<file path="config.mk">
export PLATFORM = sky130hd
export DESIGN_NAME = joystick_four_way_direction_keys
export DESIGN_NICKNAME = d
export VERILOG_FILES = /design/src/hw/rtl/jdk_pkg.sv /design/src/hw/rtl/jdk_front.sv /design/src/hw/rtl/jdk_rotate.sv /design/src/hw/rtl/jdk_decide.sv /design/src/hw/rtl/jdk_rsp_fifo.sv /design/src/hw/rtl/joystick_four_way_direction_keys.sv
export SDC_FILE = /design/constraint.sdc
export NUM_CORES = 2
export LEC_CHECK = 0
export BUFFER_PORTS_ARGS = -buffer_cell sky130_fd_sc_hd__buf_2
export CAP_MARGIN = 20
export CORE_AREA = 2 2 305 307
export DETAILED_ROUTE_END_ITERATION = 12
export DIE_AREA = 0 0 307 309
export GPL_ROUTABILITY_DRIVEN = 1
export HOLD_SLACK_MARGIN = 0.06
export PLACE_DENSITY = 0.76
export SLEW_MARGIN = 10
export SYNTH_ARGS = -nofsm -noshare
export SYNTH_HDL_FRONTEND = slang
export SYNTH_HIERARCHICAL = 1
export SYNTH_SLANG_ARGS = --single-unit
export TNS_END_PERCENT = 10
</file>
<file path="constraint.sdc">
create_clock -name clock -period 10.05 [get_ports clock]
set_input_delay 0.5025 -clock clock [delete_from_list [all_inputs] [get_ports clock]]
set_output_delay 0.5025 -clock clock [all_outputs]
set_load 0.05 [all_outputs]
</file>
<file path="src/hw/rtl/jdk_pkg.sv">
`timescale 1ns / 1ps
// ----------------------------------------------------------------------------
// jdk_pkg
// Shared types, codes and constant tables for the four-way joystick keys.
// ----------------------------------------------------------------------------
package jdk_pkg;

   // Defaults for the top-level parameters
   localparam int CENTER_DEFAULT = 127;
   localparam int LAYER_LIMIT_DEFAULT = 32;

   // Configuration register indexes
   localparam int CSR_INDEX_W = 3;
   localparam logic [CSR_INDEX_W-1:0] CSR_THRESHOLD     = 3'd0;
   localparam logic [CSR_INDEX_W-1:0] CSR_ROTATION_STEP = 3'd1;
   localparam logic [CSR_INDEX_W-1:0] CSR_HYSTERESIS    = 3'd2;
   localparam logic [CSR_INDEX_W-1:0] CSR_LAYER_COUNT   = 3'd3;
   localparam logic [CSR_INDEX_W-1:0] CSR_BINDING_COUNT = 3'd4;
   localparam int CSR_DATA_W = 8;

   // Internal direction codes; the reported code is this value minus one
   localparam logic [2:0] DIR_NONE     = 3'd0;
   localparam logic [2:0] DIR_UP       = 3'd1;
   localparam logic [2:0] DIR_DOWN     = 3'd2;
   localparam logic [2:0] DIR_FORWARD  = 3'd3;
   localparam logic [2:0] DIR_BACKWARD = 3'd4;

   // Result error codes
   localparam logic [1:0] ERR_NONE       = 2'd0;
   localparam logic [1:0] ERR_NO_BINDING = 2'd1;
   localparam logic [1:0] ERR_NO_HELD    = 2'd2;

   // Threshold grows by this much while a direction is held
   localparam logic [8:0] HOLD_BONUS = 9'd8;

   // floor(n/1000) == (n * DIV1000_RECIP) >> DIV1000_SHIFT for n < 2**19
   localparam logic [19:0] DIV1000_RECIP = 20'd536871;
   localparam int DIV1000_SHIFT = 29;

   // floor(h*18/10) == (h * 18 * 6554) >> 16 for h*18 < 2**12
   localparam logic [16:0] MARGIN_RECIP = 17'd117972;
   localparam int MARGIN_SHIFT = 16;

   localparam logic signed [10:0] COS_TAB [6] =
      '{11'sd1000, 11'sd1000, 11'sd999, 11'sd999, 11'sd998, 11'sd996};
   localparam logic signed [10:0] SIN_TAB [6] =
      '{11'sd0, 11'sd17, 11'sd35, 11'sd52, 11'sd70, 11'sd87};

   typedef struct packed {
      logic       req_type;
      logic [7:0] sample_value;
      logic [4:0] current_layer;
   } req_item_type;

   typedef struct packed {
      logic       pressed;
      logic [1:0] direction_code;
      logic [6:0] key_index;
      logic [4:0] layer_out;
      logic [1:0] error_code;
      logic       last;
   } rsp_item_type;

   typedef struct packed {
      logic [7:0]        threshold;
      logic signed [3:0] rotation_step;
      logic [6:0]        hyst_deg;
      logic [5:0]        map_layers;
      logic [7:0]        bind_limit;
   } cfg_type;

   // Values worked out from the registered configuration and registered again
   typedef struct packed {
      logic [16:0] thr_sq;
      logic [16:0] thr_held_sq;
      logic [7:0]  margin;
   } derived_type;

   // Centered pair of samples
   typedef struct packed {
      logic signed [8:0] dx;
      logic signed [8:0] dy;
      logic [4:0]        layer;
   } axis_type;

   // Squared magnitude and rotated numerators (scaled by 1000)
   typedef struct packed {
      logic [16:0]        mag;
      logic signed [19:0] px;
      logic signed [19:0] py;
      logic [4:0]         layer;
   } prod_type;

   // Squared magnitude and rotated vector
   typedef struct packed {
      logic [16:0]       mag;
      logic signed [9:0] rx;
      logic signed [9:0] ry;
      logic [4:0]        layer;
   } rot_type;

   typedef struct packed {
      logic signed [10:0] c;
      logic signed [10:0] s;
   } coef_type;

   // Cosine and sine in thousandths; out-of-range steps mean no rotation
   function automatic coef_type rot_coef(input logic signed [3:0] step);
      logic [3:0] mag;
      coef_type   r;
      mag = step[3] ? 4'(-step) : 4'(step);
      r.c = 11'sd1000;
      r.s = 11'sd0;
      if (mag <= 4'd5) begin
         r.c = COS_TAB[mag[2:0]];
         r.s = step[3] ? -SIN_TAB[mag[2:0]] : SIN_TAB[mag[2:0]];
      end
      return r;
   endfunction

endpackage

</file>
<file path="src/hw/rtl/jdk_front.sv">
`timescale 1ns / 1ps
// ----------------------------------------------------------------------------
// jdk_front
// Input register stage: keeps the latest axis samples and launches a pair.
// ----------------------------------------------------------------------------
module jdk_front #(
   parameter int CENTER_VALUE = jdk_pkg::CENTER_DEFAULT
) (
   input  logic                  clock,
   input  logic                  reset,
   input  logic                  adv,
   input  logic                  req_valid,
   output logic                  req_ready,
   input  jdk_pkg::req_item_type req_item,
   output logic                  s1_valid,
   output jdk_pkg::axis_type     s1
);

   logic [7:0]        x_ff, x_in, y_ff, y_in;
   logic              x_fresh_ff, x_fresh_in, y_fresh_ff, y_fresh_in;
   logic              s1_valid_ff, s1_valid_in;
   jdk_pkg::axis_type s1_ff, s1_in;
   logic              accept, trigger;

   assign req_ready = adv;
   assign accept    = req_valid & adv;

   // A fresh flag implies the axis has been seen, so fresh alone gates.
   always_comb begin
      x_in       = x_ff;
      y_in       = y_ff;
      x_fresh_in = x_fresh_ff;
      y_fresh_in = y_fresh_ff;
      if (accept) begin
         if (!req_item.req_type) begin
            x_in       = req_item.sample_value;
            x_fresh_in = 1'b1;
         end else begin
            y_in       = req_item.sample_value;
            y_fresh_in = 1'b1;
         end
      end
      trigger = accept & x_fresh_in & y_fresh_in;
      if (trigger) begin
         x_fresh_in = 1'b0;
         y_fresh_in = 1'b0;
      end
      s1_valid_in = adv ? trigger : s1_valid_ff;
      s1_in.dx    = signed'({1'b0, x_in} - 9'(CENTER_VALUE));
      s1_in.dy    = signed'({1'b0, y_in} - 9'(CENTER_VALUE));
      s1_in.layer = req_item.current_layer;
   end

   always_ff @(posedge clock) begin
      if (reset) begin
         x_ff        <= 8'(CENTER_VALUE);
         y_ff        <= 8'(CENTER_VALUE);
         x_fresh_ff  <= 1'b0;
         y_fresh_ff  <= 1'b0;
         s1_valid_ff <= 1'b0;
      end else begin
         x_ff        <= x_in;
         y_ff        <= y_in;
         x_fresh_ff  <= x_fresh_in;
         y_fresh_ff  <= y_fresh_in;
         s1_valid_ff <= s1_valid_in;
      end
   end

   always_ff @(posedge clock) begin
      if (adv) begin
         s1_ff <= s1_in;
      end
   end

   assign s1_valid = s1_valid_ff;
   assign s1       = s1_ff;

endmodule

</file>
<file path="src/hw/rtl/jdk_rotate.sv">
`timescale 1ns / 1ps
// ----------------------------------------------------------------------------
// jdk_rotate
// Two stages: squares and rotation products, then truncating divide by 1000.
// ----------------------------------------------------------------------------
module jdk_rotate (
   input  logic              clock,
   input  logic              reset,
   input  logic              adv,
   input  jdk_pkg::cfg_type  cfg,
   input  logic              s1_valid,
   input  jdk_pkg::axis_type s1,
   output logic              rot_valid,
   output jdk_pkg::rot_type  rot
);

   jdk_pkg::coef_type  coef;
   logic signed [17:0] dxx, dyy;
   logic signed [19:0] dxc, dys, dxs, dyc;
   jdk_pkg::prod_type  s2_ff, s2_in;
   logic               s2_valid_ff;
   logic [18:0]        ax, ay;
   logic [38:0]        qx_prod, qy_prod;
   logic signed [9:0]  qx, qy;
   jdk_pkg::rot_type   s3_ff, s3_in;
   logic               s3_valid_ff;

   // Stage 2: products
   always_comb begin
      coef     = jdk_pkg::rot_coef(cfg.rotation_step);
      dxx      = s1.dx * s1.dx;
      dyy      = s1.dy * s1.dy;
      dxc      = s1.dx * coef.c;
      dys      = s1.dy * coef.s;
      dxs      = s1.dx * coef.s;
      dyc      = s1.dy * coef.c;
      s2_in.mag   = 17'(dxx) + 17'(dyy);
      s2_in.px    = dxc - dys;
      s2_in.py    = dxs + dyc;
      s2_in.layer = s1.layer;
   end

   // Stage 3: divide magnitudes by 1000, then restore sign (toward zero)
   always_comb begin
      ax      = s2_ff.px[19] ? 19'(-s2_ff.px) : s2_ff.px[18:0];
      ay      = s2_ff.py[19] ? 19'(-s2_ff.py) : s2_ff.py[18:0];
      qx_prod = 39'(ax) * 39'(jdk_pkg::DIV1000_RECIP);
      qy_prod = 39'(ay) * 39'(jdk_pkg::DIV1000_RECIP);
      qx      = signed'({1'b0, qx_prod[jdk_pkg::DIV1000_SHIFT +: 9]});
      qy      = signed'({1'b0, qy_prod[jdk_pkg::DIV1000_SHIFT +: 9]});
      s3_in.mag   = s2_ff.mag;
      s3_in.rx    = s2_ff.px[19] ? -qx : qx;
      s3_in.ry    = s2_ff.py[19] ? -qy : qy;
      s3_in.layer = s2_ff.layer;
   end

   always_ff @(posedge clock) begin
      if (reset) begin
         s2_valid_ff <= 1'b0;
         s3_valid_ff <= 1'b0;
      end else if (adv) begin
         s2_valid_ff <= s1_valid;
         s3_valid_ff <= s2_valid_ff;
      end
   end

   always_ff @(posedge clock) begin
      if (adv) begin
         s2_ff <= s2_in;
         s3_ff <= s3_in;
      end
   end

   assign rot_valid = s3_valid_ff;
   assign rot       = s3_ff;

endmodule

</file>
<file path="src/hw/rtl/jdk_decide.sv">
`timescale 1ns / 1ps
// ----------------------------------------------------------------------------
// jdk_decide
// Direction choice with hysteresis, held-binding state and event results.
// ----------------------------------------------------------------------------
module jdk_decide #(
   parameter int LAYER_LIMIT = jdk_pkg::LAYER_LIMIT_DEFAULT
) (
   input  logic                  clock,
   input  logic                  reset,
   input  logic                  adv,
   input  jdk_pkg::cfg_type      cfg,
   input  jdk_pkg::derived_type  drv,
   input  logic                  rot_valid,
   input  jdk_pkg::rot_type      rot,
   output logic [1:0]            push_cnt,
   output jdk_pkg::rsp_item_type rsp0,
   output jdk_pkg::rsp_item_type rsp1
);

   logic [2:0]         cur_dir_ff, cur_dir_in;
   logic               held_valid_ff, held_valid_in;
   logic [6:0]         held_idx_ff, held_idx_in;
   logic [4:0]         held_layer_ff, held_layer_in;

   logic [16:0]        thr_sq;
   logic               active, keep;
   logic signed [10:0] fwd, side, abs_x, abs_y;
   logic [2:0]         dominant, nd;
   logic               change, rel, rel_fail, press, press_fail, fire;
   logic [4:0]         lay;
   logic [6:0]         idx;
   jdk_pkg::rsp_item_type rel_item, press_item;

   always_comb begin
      thr_sq = (cur_dir_ff != jdk_pkg::DIR_NONE) ? drv.thr_held_sq : drv.thr_sq;
      active = rot.mag >= thr_sq;
      abs_x  = rot.rx[9] ? -11'(rot.rx) : 11'(rot.rx);
      abs_y  = rot.ry[9] ? -11'(rot.ry) : 11'(rot.ry);

      // Forward reach against sideways drift along the held direction
      fwd  = 11'sd0;
      side = 11'sd0;
      case (cur_dir_ff)
         jdk_pkg::DIR_BACKWARD: begin
            fwd  = 11'(rot.rx);
            side = abs_y;
         end
         jdk_pkg::DIR_FORWARD: begin
            fwd  = -11'(rot.rx);
            side = abs_y;
         end
         jdk_pkg::DIR_DOWN: begin
            fwd  = 11'(rot.ry);
            side = abs_x;
         end
         jdk_pkg::DIR_UP: begin
            fwd  = -11'(rot.ry);
            side = abs_x;
         end
         default: begin
            fwd  = 11'sd0;
            side = 11'sd0;
         end
      endcase
      keep = (cur_dir_ff != jdk_pkg::DIR_NONE) && (fwd > 11'sd0)
             && (fwd >= side - signed'({3'b000, drv.margin}));

      if (abs_x >= abs_y) begin
         dominant = rot.rx[9] ? jdk_pkg::DIR_FORWARD : jdk_pkg::DIR_BACKWARD;
      end else begin
         dominant = rot.ry[9] ? jdk_pkg::DIR_UP : jdk_pkg::DIR_DOWN;
      end

      if (!active) begin
         nd = jdk_pkg::DIR_NONE;
      end else if (keep) begin
         nd = cur_dir_ff;
      end else begin
         nd = dominant;
      end

      // Layer without a mapping falls back to layer zero
      if (({1'b0, rot.layer} >= cfg.map_layers) ||
          ({1'b0, rot.layer} >= 6'(LAYER_LIMIT))) begin
         lay = 5'd0;
      end else begin
         lay = rot.layer;
      end
      idx = {lay, 2'(nd - 3'd1)};

      change     = rot_valid && (nd != cur_dir_ff);
      rel        = cur_dir_ff != jdk_pkg::DIR_NONE;
      rel_fail   = !held_valid_ff || ({1'b0, held_idx_ff} >= cfg.bind_limit);
      press      = nd != jdk_pkg::DIR_NONE;
      press_fail = {1'b0, idx} >= cfg.bind_limit;
      fire       = change && adv;

      rel_item.pressed        = 1'b0;
      rel_item.direction_code = 2'(cur_dir_ff - 3'd1);
      rel_item.key_index      = rel_fail ? 7'd0 : held_idx_ff;
      rel_item.layer_out      = held_layer_ff;
      rel_item.error_code     = rel_fail ? jdk_pkg::ERR_NO_HELD : jdk_pkg::ERR_NONE;
      rel_item.last           = rel_fail || !press;

      press_item.pressed        = 1'b1;
      press_item.direction_code = 2'(nd - 3'd1);
      press_item.key_index      = idx;
      press_item.layer_out      = lay;
      press_item.error_code     = press_fail ? jdk_pkg::ERR_NO_BINDING : jdk_pkg::ERR_NONE;
      press_item.last           = 1'b1;

      rsp0 = rel ? rel_item : press_item;
      rsp1 = press_item;

      push_cnt      = 2'd0;
      cur_dir_in    = cur_dir_ff;
      held_valid_in = held_valid_ff;
      held_idx_in   = held_idx_ff;
      held_layer_in = held_layer_ff;
      if (fire) begin
         if (rel && rel_fail) begin
            // Failed release: report and keep everything as it was
            push_cnt = 2'd1;
         end else begin
            push_cnt = 2'(rel) + 2'(press);
            if (rel) begin
               held_valid_in = 1'b0;
            end
            cur_dir_in = nd;
            if (press) begin
               if (press_fail) begin
                  cur_dir_in = jdk_pkg::DIR_NONE;
               end else begin
                  held_valid_in = 1'b1;
                  held_idx_in   = idx;
                  held_layer_in = lay;
               end
            end
         end
      end
   end

   always_ff @(posedge clock) begin
      if (reset) begin
         cur_dir_ff    <= jdk_pkg::DIR_NONE;
         held_valid_ff <= 1'b0;
         held_idx_ff   <= 7'd0;
         held_layer_ff <= 5'd0;
      end else begin
         cur_dir_ff    <= cur_dir_in;
         held_valid_ff <= held_valid_in;
         held_idx_ff   <= held_idx_in;
         held_layer_ff <= held_layer_in;
      end
   end

   // Nothing is held while no direction is active
   a_none_not_held: assert property (@(posedge clock) disable iff (reset)
      (cur_dir_ff == jdk_pkg::DIR_NONE) |-> !held_valid_ff)
      else $error("binding held with no direction");

   // A successful press leaves its binding held
   a_press_holds: assert property (@(posedge clock) disable iff (reset)
      (fire && !(rel && rel_fail) && press && !press_fail)
      |=> (held_valid_ff && (cur_dir_ff != jdk_pkg::DIR_NONE)))
      else $error("press did not hold binding");

   // Last flag sits on the final result of a pair
   a_last_mark: assert property (@(posedge clock) disable iff (reset)
      (push_cnt == 2'd2) |-> (!rsp0.last && rsp1.last))
      else $error("last flag misplaced");

endmodule

</file>
<file path="src/hw/rtl/jdk_rsp_fifo.sv">
`timescale 1ns / 1ps
// ----------------------------------------------------------------------------
// jdk_rsp_fifo
// Four-entry result queue; takes up to two items a cycle, gives one while rsp_ready is high.
// ----------------------------------------------------------------------------
module jdk_rsp_fifo (
   input  logic                  clock,
   input  logic                  reset,
   input  logic [1:0]            push_cnt,
   input  jdk_pkg::rsp_item_type push0,
   input  jdk_pkg::rsp_item_type push1,
   output logic                  room,
   output logic                  rsp_valid,
   input  logic                  rsp_ready,
   output jdk_pkg::rsp_item_type rsp_item
);

   localparam int DEPTH = 4;
   localparam int PTR_W = $clog2(DEPTH);

   jdk_pkg::rsp_item_type mem_ff [DEPTH];
   logic [PTR_W-1:0]      wr_ptr_ff, wr_ptr_in, rd_ptr_ff, rd_ptr_in;
   logic [PTR_W:0]        count_ff, count_in;
   logic                  pop;

   assign rsp_valid = count_ff != '0;
   assign rsp_item  = mem_ff[rd_ptr_ff];
   assign pop       = rsp_valid & rsp_ready;
   assign room      = count_ff <= (PTR_W+1)'(DEPTH - 2);

   always_comb begin
      wr_ptr_in = wr_ptr_ff + PTR_W'(push_cnt);
      rd_ptr_in = rd_ptr_ff + PTR_W'(pop);
      count_in  = count_ff + (PTR_W+1)'(push_cnt) - (PTR_W+1)'(pop);
   end

   always_ff @(posedge clock) begin
      if (reset) begin
         wr_ptr_ff <= '0;
         rd_ptr_ff <= '0;
         count_ff  <= '0;
      end else begin
         wr_ptr_ff <= wr_ptr_in;
         rd_ptr_ff <= rd_ptr_in;
         count_ff  <= count_in;
      end
   end

   always_ff @(posedge clock) begin
      if (push_cnt != 2'd0) begin
         mem_ff[wr_ptr_ff] <= push0;
      end
      if (push_cnt == 2'd2) begin
         mem_ff[wr_ptr_ff + PTR_W'(1)] <= push1;
      end
   end

   a_no_overflow: assert property (@(posedge clock) disable iff (reset)
      count_ff <= (PTR_W+1)'(DEPTH))
      else $error("result queue overflow");

   a_push_room: assert property (@(posedge clock) disable iff (reset)
      (push_cnt != 2'd0) |-> room)
      else $error("push without room");

   a_push_cnt: assert property (@(posedge clock) disable iff (reset)
      push_cnt != 2'd3)
      else $error("bad push count");

endmodule

</file>
<file path="src/hw/rtl/joystick_four_way_direction_keys.sv">
`timescale 1ns / 1ps
// ----------------------------------------------------------------------------
// joystick_four_way_direction_keys
// Four-way joystick direction keys with threshold and angular hysteresis.
// ----------------------------------------------------------------------------
// Path: a sample that completes an X/Y pair passes the input reg, products
//   and divide registers; decide then writes the result queue, which gives
//   its first result item.
// Throughput: one input item per cycle unless the pipe stalls; results leave
//   one per cycle while taken, so an item that releases and presses yields two.
// Reset (synchronous, active high): config registers return to defaults, no
//   direction held, both axes at center and not fresh, result queue empty.
// ----------------------------------------------------------------------------
module joystick_four_way_direction_keys #(
   parameter int CENTER_VALUE = jdk_pkg::CENTER_DEFAULT,
   parameter int LAYER_LIMIT  = jdk_pkg::LAYER_LIMIT_DEFAULT
) (
   input  logic                               clock,
   input  logic                               reset,
   // input items
   input  logic                               req_valid,
   output logic                               req_ready,
   input  jdk_pkg::req_item_type              req_item,
   // result items
   output logic                               rsp_valid,
   input  logic                               rsp_ready,
   output jdk_pkg::rsp_item_type              rsp_item,
   // configuration writes
   input  logic                               csr_we,
   input  logic [jdk_pkg::CSR_INDEX_W-1:0]    csr_index,
   input  logic [jdk_pkg::CSR_DATA_W-1:0]     csr_wdata
);

   jdk_pkg::cfg_type      cfg_ff, cfg_in;
   jdk_pkg::derived_type  drv_ff, drv_in;
   logic [8:0]            thr, thr_held;
   logic [23:0]           margin_prod;

   logic                  adv, room;
   logic                  s1_valid, rot_valid;
   jdk_pkg::axis_type     s1;
   jdk_pkg::rot_type      rot;
   logic [1:0]            push_cnt;
   jdk_pkg::rsp_item_type rsp0, rsp1;

   // Configuration registers: to be written only while the block is idle.
   always_comb begin
      cfg_in = cfg_ff;
      if (csr_we) begin
         unique case (csr_index)
            jdk_pkg::CSR_THRESHOLD:     cfg_in.threshold     = csr_wdata;
            jdk_pkg::CSR_ROTATION_STEP: cfg_in.rotation_step = signed'(csr_wdata[3:0]);
            jdk_pkg::CSR_HYSTERESIS:    cfg_in.hyst_deg      = csr_wdata[6:0];
            jdk_pkg::CSR_LAYER_COUNT:   cfg_in.map_layers    = csr_wdata[5:0];
            jdk_pkg::CSR_BINDING_COUNT: cfg_in.bind_limit    = csr_wdata;
            default:                    cfg_in = cfg_ff;
         endcase
      end
   end

   always_ff @(posedge clock) begin
      if (reset) begin
         cfg_ff.threshold     <= 8'd32;
         cfg_ff.rotation_step <= 4'sd0;
         cfg_ff.hyst_deg      <= 7'd0;
         cfg_ff.map_layers    <= 6'd1;
         cfg_ff.bind_limit    <= 8'd4;
      end else begin
         cfg_ff <= cfg_in;
      end
   end

   // Squared thresholds (normal and while held) and the angular margin,
   // registered off the config so the compare path stays short.
   always_comb begin
      thr              = {1'b0, cfg_ff.threshold};
      thr_held         = thr + jdk_pkg::HOLD_BONUS;
      drv_in.thr_sq      = 17'(thr) * 17'(thr);
      drv_in.thr_held_sq = 17'(thr_held) * 17'(thr_held);
      // margin = hysteresis * 18 / 10 via reciprocal multiply
      margin_prod      = 24'(cfg_ff.hyst_deg) * 24'(jdk_pkg::MARGIN_RECIP);
      drv_in.margin      = margin_prod[jdk_pkg::MARGIN_SHIFT +: 8];
   end

   always_ff @(posedge clock) begin
      drv_ff <= drv_in;
   end

   // The whole pipe moves together; it stalls only when the decision stage
   // holds a pair and the result queue lacks room for two items.
   assign adv = !rot_valid || room;

   jdk_front #(
      .CENTER_VALUE (CENTER_VALUE)
   ) u_front (
      .clock     (clock),
      .reset     (reset),
      .adv       (adv),
      .req_valid (req_valid),
      .req_ready (req_ready),
      .req_item  (req_item),
      .s1_valid  (s1_valid),
      .s1        (s1)
   );

   jdk_rotate u_rotate (
      .clock     (clock),
      .reset     (reset),
      .adv       (adv),
      .cfg       (cfg_ff),
      .s1_valid  (s1_valid),
      .s1        (s1),
      .rot_valid (rot_valid),
      .rot       (rot)
   );

   jdk_decide #(
      .LAYER_LIMIT (LAYER_LIMIT)
   ) u_decide (
      .clock     (clock),
      .reset     (reset),
      .adv       (adv),
      .cfg       (cfg_ff),
      .drv       (drv_ff),
      .rot_valid (rot_valid),
      .rot       (rot),
      .push_cnt  (push_cnt),
      .rsp0      (rsp0),
      .rsp1      (rsp1)
   );

   jdk_rsp_fifo u_rsp_fifo (
      .clock     (clock),
      .reset     (reset),
      .push_cnt  (push_cnt),
      .push0     (rsp0),
      .push1     (rsp1),
      .room      (room),
      .rsp_valid (rsp_valid),
      .rsp_ready (rsp_ready),
      .rsp_item  (rsp_item)
   );

endmodule
</file>
==> summary.txt <==
Synthesis
  – Top FF cell, synth: edfxtp_1
  – FF+latch count, synth: 308
  – Simple-gate share of the synthesized area: 10.1%
  – Synth Area in Compound Gates: 6.71%
  – Xor and xnor area share after synthesis: 4.48%
  – Synth Area in Adders: 48.2%
  – Cells after Synth: 5,040
  – Combinational family with the most area after synthesis: adder cells
  – Post-synth cell types: 126
  – Seq/Total Area, Yosys: 16.4%
  – Fraction of registers with async set/reset: 0%
  – Avg Inst Size Synth: 9.89 um^2
  – Warnings from Yosys: 6
  – Mapped cell area: 49,900 um^2
  – Mux cell area share after synthesis: 4.09%
  – Number of synthesized flops with an enable pin: 199

Clock tree
  – Hold buffer count at cts: 0
  – Clk root buf: clkbuf_16
  – Deepest clock path buffer count: 3
  – Reg clk slew, reported paths: 0.06 ns
  – Cts bufs inserted: 35
  – TritonCTS clock tree: yes
  – Setup Fix Bufs, Post-CTS: 0
  – Post-CTS resize count: 0
  – Clk sinks: 308
  – Clock Latency Late Sink: 0.57 ns
  – H-Tree Depth: 2

Job
  – Max-Cap Viols: 0

Detailed routing
  – Final wirelength: 110,000 um
  – Vias post-DR: 34,313
  – DR DRC count: 0
  – First drt pass iteration count: 8
  – Drt via density: 5.47
  – Wire per inst: 17.5 um
  – First-iteration detailed-routing DRC count: 2,135
  – Post-route ant nets: 0

Timing
  – Slew @ Worst Pin: 1.06 ns
  – Setup violators final: 0
  – Final min period: 9.38 ns
  – Final hold viol count: 0
  – TNS Setup: 0 ns
  – Slew HR: 28.7%
  – Tcrit/Tclk final: 93.3%
  – RSZ-0062 raised after global routing: false
  – Max Fclk: 0.107 GHz
  – Worst setup skew after layout: 0.0218 ns
  – Pins Over Slew Limit: 0

Worst setup path
  – Reg2reg path depth: 33
  – CP bufs+invs: 6
  – Max incr delay on CP: 0.68 ns
  – Critical Path RT: 10.42 ns
  – Crit path launch: cfg_ff[21]
  – R2R setup slack: 0.67 ns
  – Crit start category: flop
  – Crit-path leading delay family: adder cells
  – Critical setup path kind: reg2reg
  – CP arrival: 9.75 ns
  – Reg2reg start: cfg_ff[21]
  – FF-to-FF End: u_rotate/s2_ff[24]
  – Nature of the critical path endpoint: flop
  – CP Depth: 33
  – CP max FO: 16
  – Worst setup path endpoint: u_rotate/s2_ff[24]
  – Crit path max-delay cell type: nor2_1
  – CP dominant cell by count: fa_1

Floorplanning
  – CORE AREA: 91,400 um^2
  – Chip Height: 309 um
  – DIE WIDTH: 307 um
  – Ports: 50
  – Row count: 111
  – Die area: 94,900 um^2
  – Initial Util: 54.6%

Placement
  – Port-buffer cells: 49
  – GP Congestion: 0.928
  – DP HPWL: 88,600 um

GRT
  – Total GRT Usage: 23.8%
  – Initial antenna violation count: 2
  – Vias in the first global route: 36,027
  – GRT overflow: 0
  – Largest net degree at the start of global routing: 57
  – First-pass GRT wire length: 182,000 um

Cells and area
  – Final #Nets: 6,597
  – Number of diodes: 0
  – Area growth from synthesis to layout: 5.42%
  – Share of layout cells above drive strength 1: 6.80%

Worst hold path
  – Tightest Hold Check Type: in2reg

Run status
  – Status: completed
==> area by class of cell <==
cell class	instances	area (um^2)
Clock inverter	9	98.8
Inverter	1157	4350
Tap cell	1186	1480
Timing Repair Buffer	111	711
Sequential cell	308	8160
Clock buffer	55	1000
Fill cell	7644	38800
Multi-Input combinational cell	3446	36800
==> metrics by stage <==
step | area, um^2 | hold WS, ns | utilization [%] | std cells | worst slack [ns]
4_1_cts | 52600 | 0.0746 | 57.5 | 6272 | 0.716
3_5_place_dp | 51500 | 0.405 | 56.3 | 6208 | 0.763
2_1_floorplan | 49900 | 0.390 | - | 5044 | 1.62
6_report | 52600 | 0.103 | 57.5 | 6272 | 0.673
5_1_grt | 52600 | 0.0836 | 57.5 | 6272 | 0.0867
3_3_place_gp | 51500 | 0.401 | 56.3 | 6207 | 0.998
==> kinds of logic after synthesis <==
group,after synthesis
other,4
multiplexers,166
adder cells (fa/ha/maj),1509
buffers and inverters,1290
AND/OR/NAND/NOR,1017
XOR/XNOR,247
AO/OA/AOI/OAI,499
flip-flops,308
==> worst min-delay path by stage <==
stage,from,to,slack [ns],cells after the start
2_1_floorplan,cfg_ff[25],drv_ff[8],0.39,0
3_3_place_gp,u_rotate/s2_ff[53],u_rotate/rot[33],0.40,0
3_5_place_dp,u_rotate/s2_ff[48],u_rotate/rot[28],0.40,0
6_report,req_item[2],u_front/s1[2],0.10,1
5_1_grt,req_item[1],u_front/s1[1],0.08,1
4_1_cts,req_item[1],u_front/s1[1],0.07,1
==> cells in the mapped netlist, types with 77 or more instances <==
library cell	instances	share of area (%)
ha_1	823	21
clkbuf_1	86	0.65
edfxtp_1	199	12
nor2_1	215	1.6
nand2_1	322	2.4
xnor2_1	169	3.0
fa_1	685	28
dfxtp_1	109	4.4
a21oi_1	127	1.3
nor3_1	92	0.92
and2_1	105	1.3
inv_1	1150	8.7
mux2_2	77	1.7
o21ai_0	103	1.0
==> cells in the final DEF (no fill, tap or decap), types with 18 or more instances in the layout <==
| master | synthesis | layout |
|---|---|---|
| a211oi_1 | 19 | 19 |
| a21o_1 | 46 | 46 |
| a21oi_1 | 127 | 127 |
| and2_1 | 105 | 105 |
| and3_1 | 19 | 19 |
| buf_2 | 17 | 49 |
| buf_4 | 14 | 62 |
| clkbuf_16 | 0 | 35 |
| dfxtp_1 | 109 | 109 |
| edfxtp_1 | 199 | 199 |
| fa_1 | 685 | 685 |
| ha_1 | 823 | 823 |
| inv_1 | 1150 | 1150 |
| mux2_2 | 77 | 77 |
| mux2i_1 | 60 | 60 |
| mux4_2 | 18 | 18 |
| nand2_1 | 322 | 322 |
| nand2b_1 | 47 | 46 |
| nand3_1 | 40 | 40 |
| nand4_1 | 24 | 24 |
| nor2_1 | 215 | 215 |
| nor2b_1 | 42 | 42 |
| nor3_1 | 92 | 92 |
| o21ai_0 | 103 | 103 |
| o21bai_1 | 25 | 25 |
| o31ai_1 | 21 | 20 |
| or2_2 | 18 | 18 |
| xnor2_1 | 169 | 169 |
| xor2_1 | 73 | 73 |
==> registers in the layout, summed over array words and instances (netlist names) <==
signal	flops
cfg_ff	33
drv_ff	37
u_decide/cur_dir_ff	3
u_decide/held_idx_ff	7
u_decide/held_valid_ff	1
u_front/s1	23
u_front/s1_valid	1
u_front/x_ff	8
u_front/x_fresh_ff	1
u_front/y_ff	8
u_front/y_fresh_ff	1
u_rotate/rot	42
u_rotate/rot_valid	1
u_rotate/s2_ff	62
u_rotate/s2_valid_ff	1
u_rsp_fifo/count_ff	3
u_rsp_fifo/mem_ff	72
u_rsp_fifo/rd_ptr_ff	2
u_rsp_fifo/wr_ptr_ff	2
==> routing by layer <==
metal	vias to the layer above	part of all wire, %	GRT usage, %
met5	-	0.012	0
met4	2	3.5	7.83
met3	233	6.5	4.03
met2	979	48	40.9
met1	16891	42	30.7
li1	16208	-	-
Power is not shown: default switching activity piles up to over one toggle a cycle in this logic, so the estimate is an artifact.
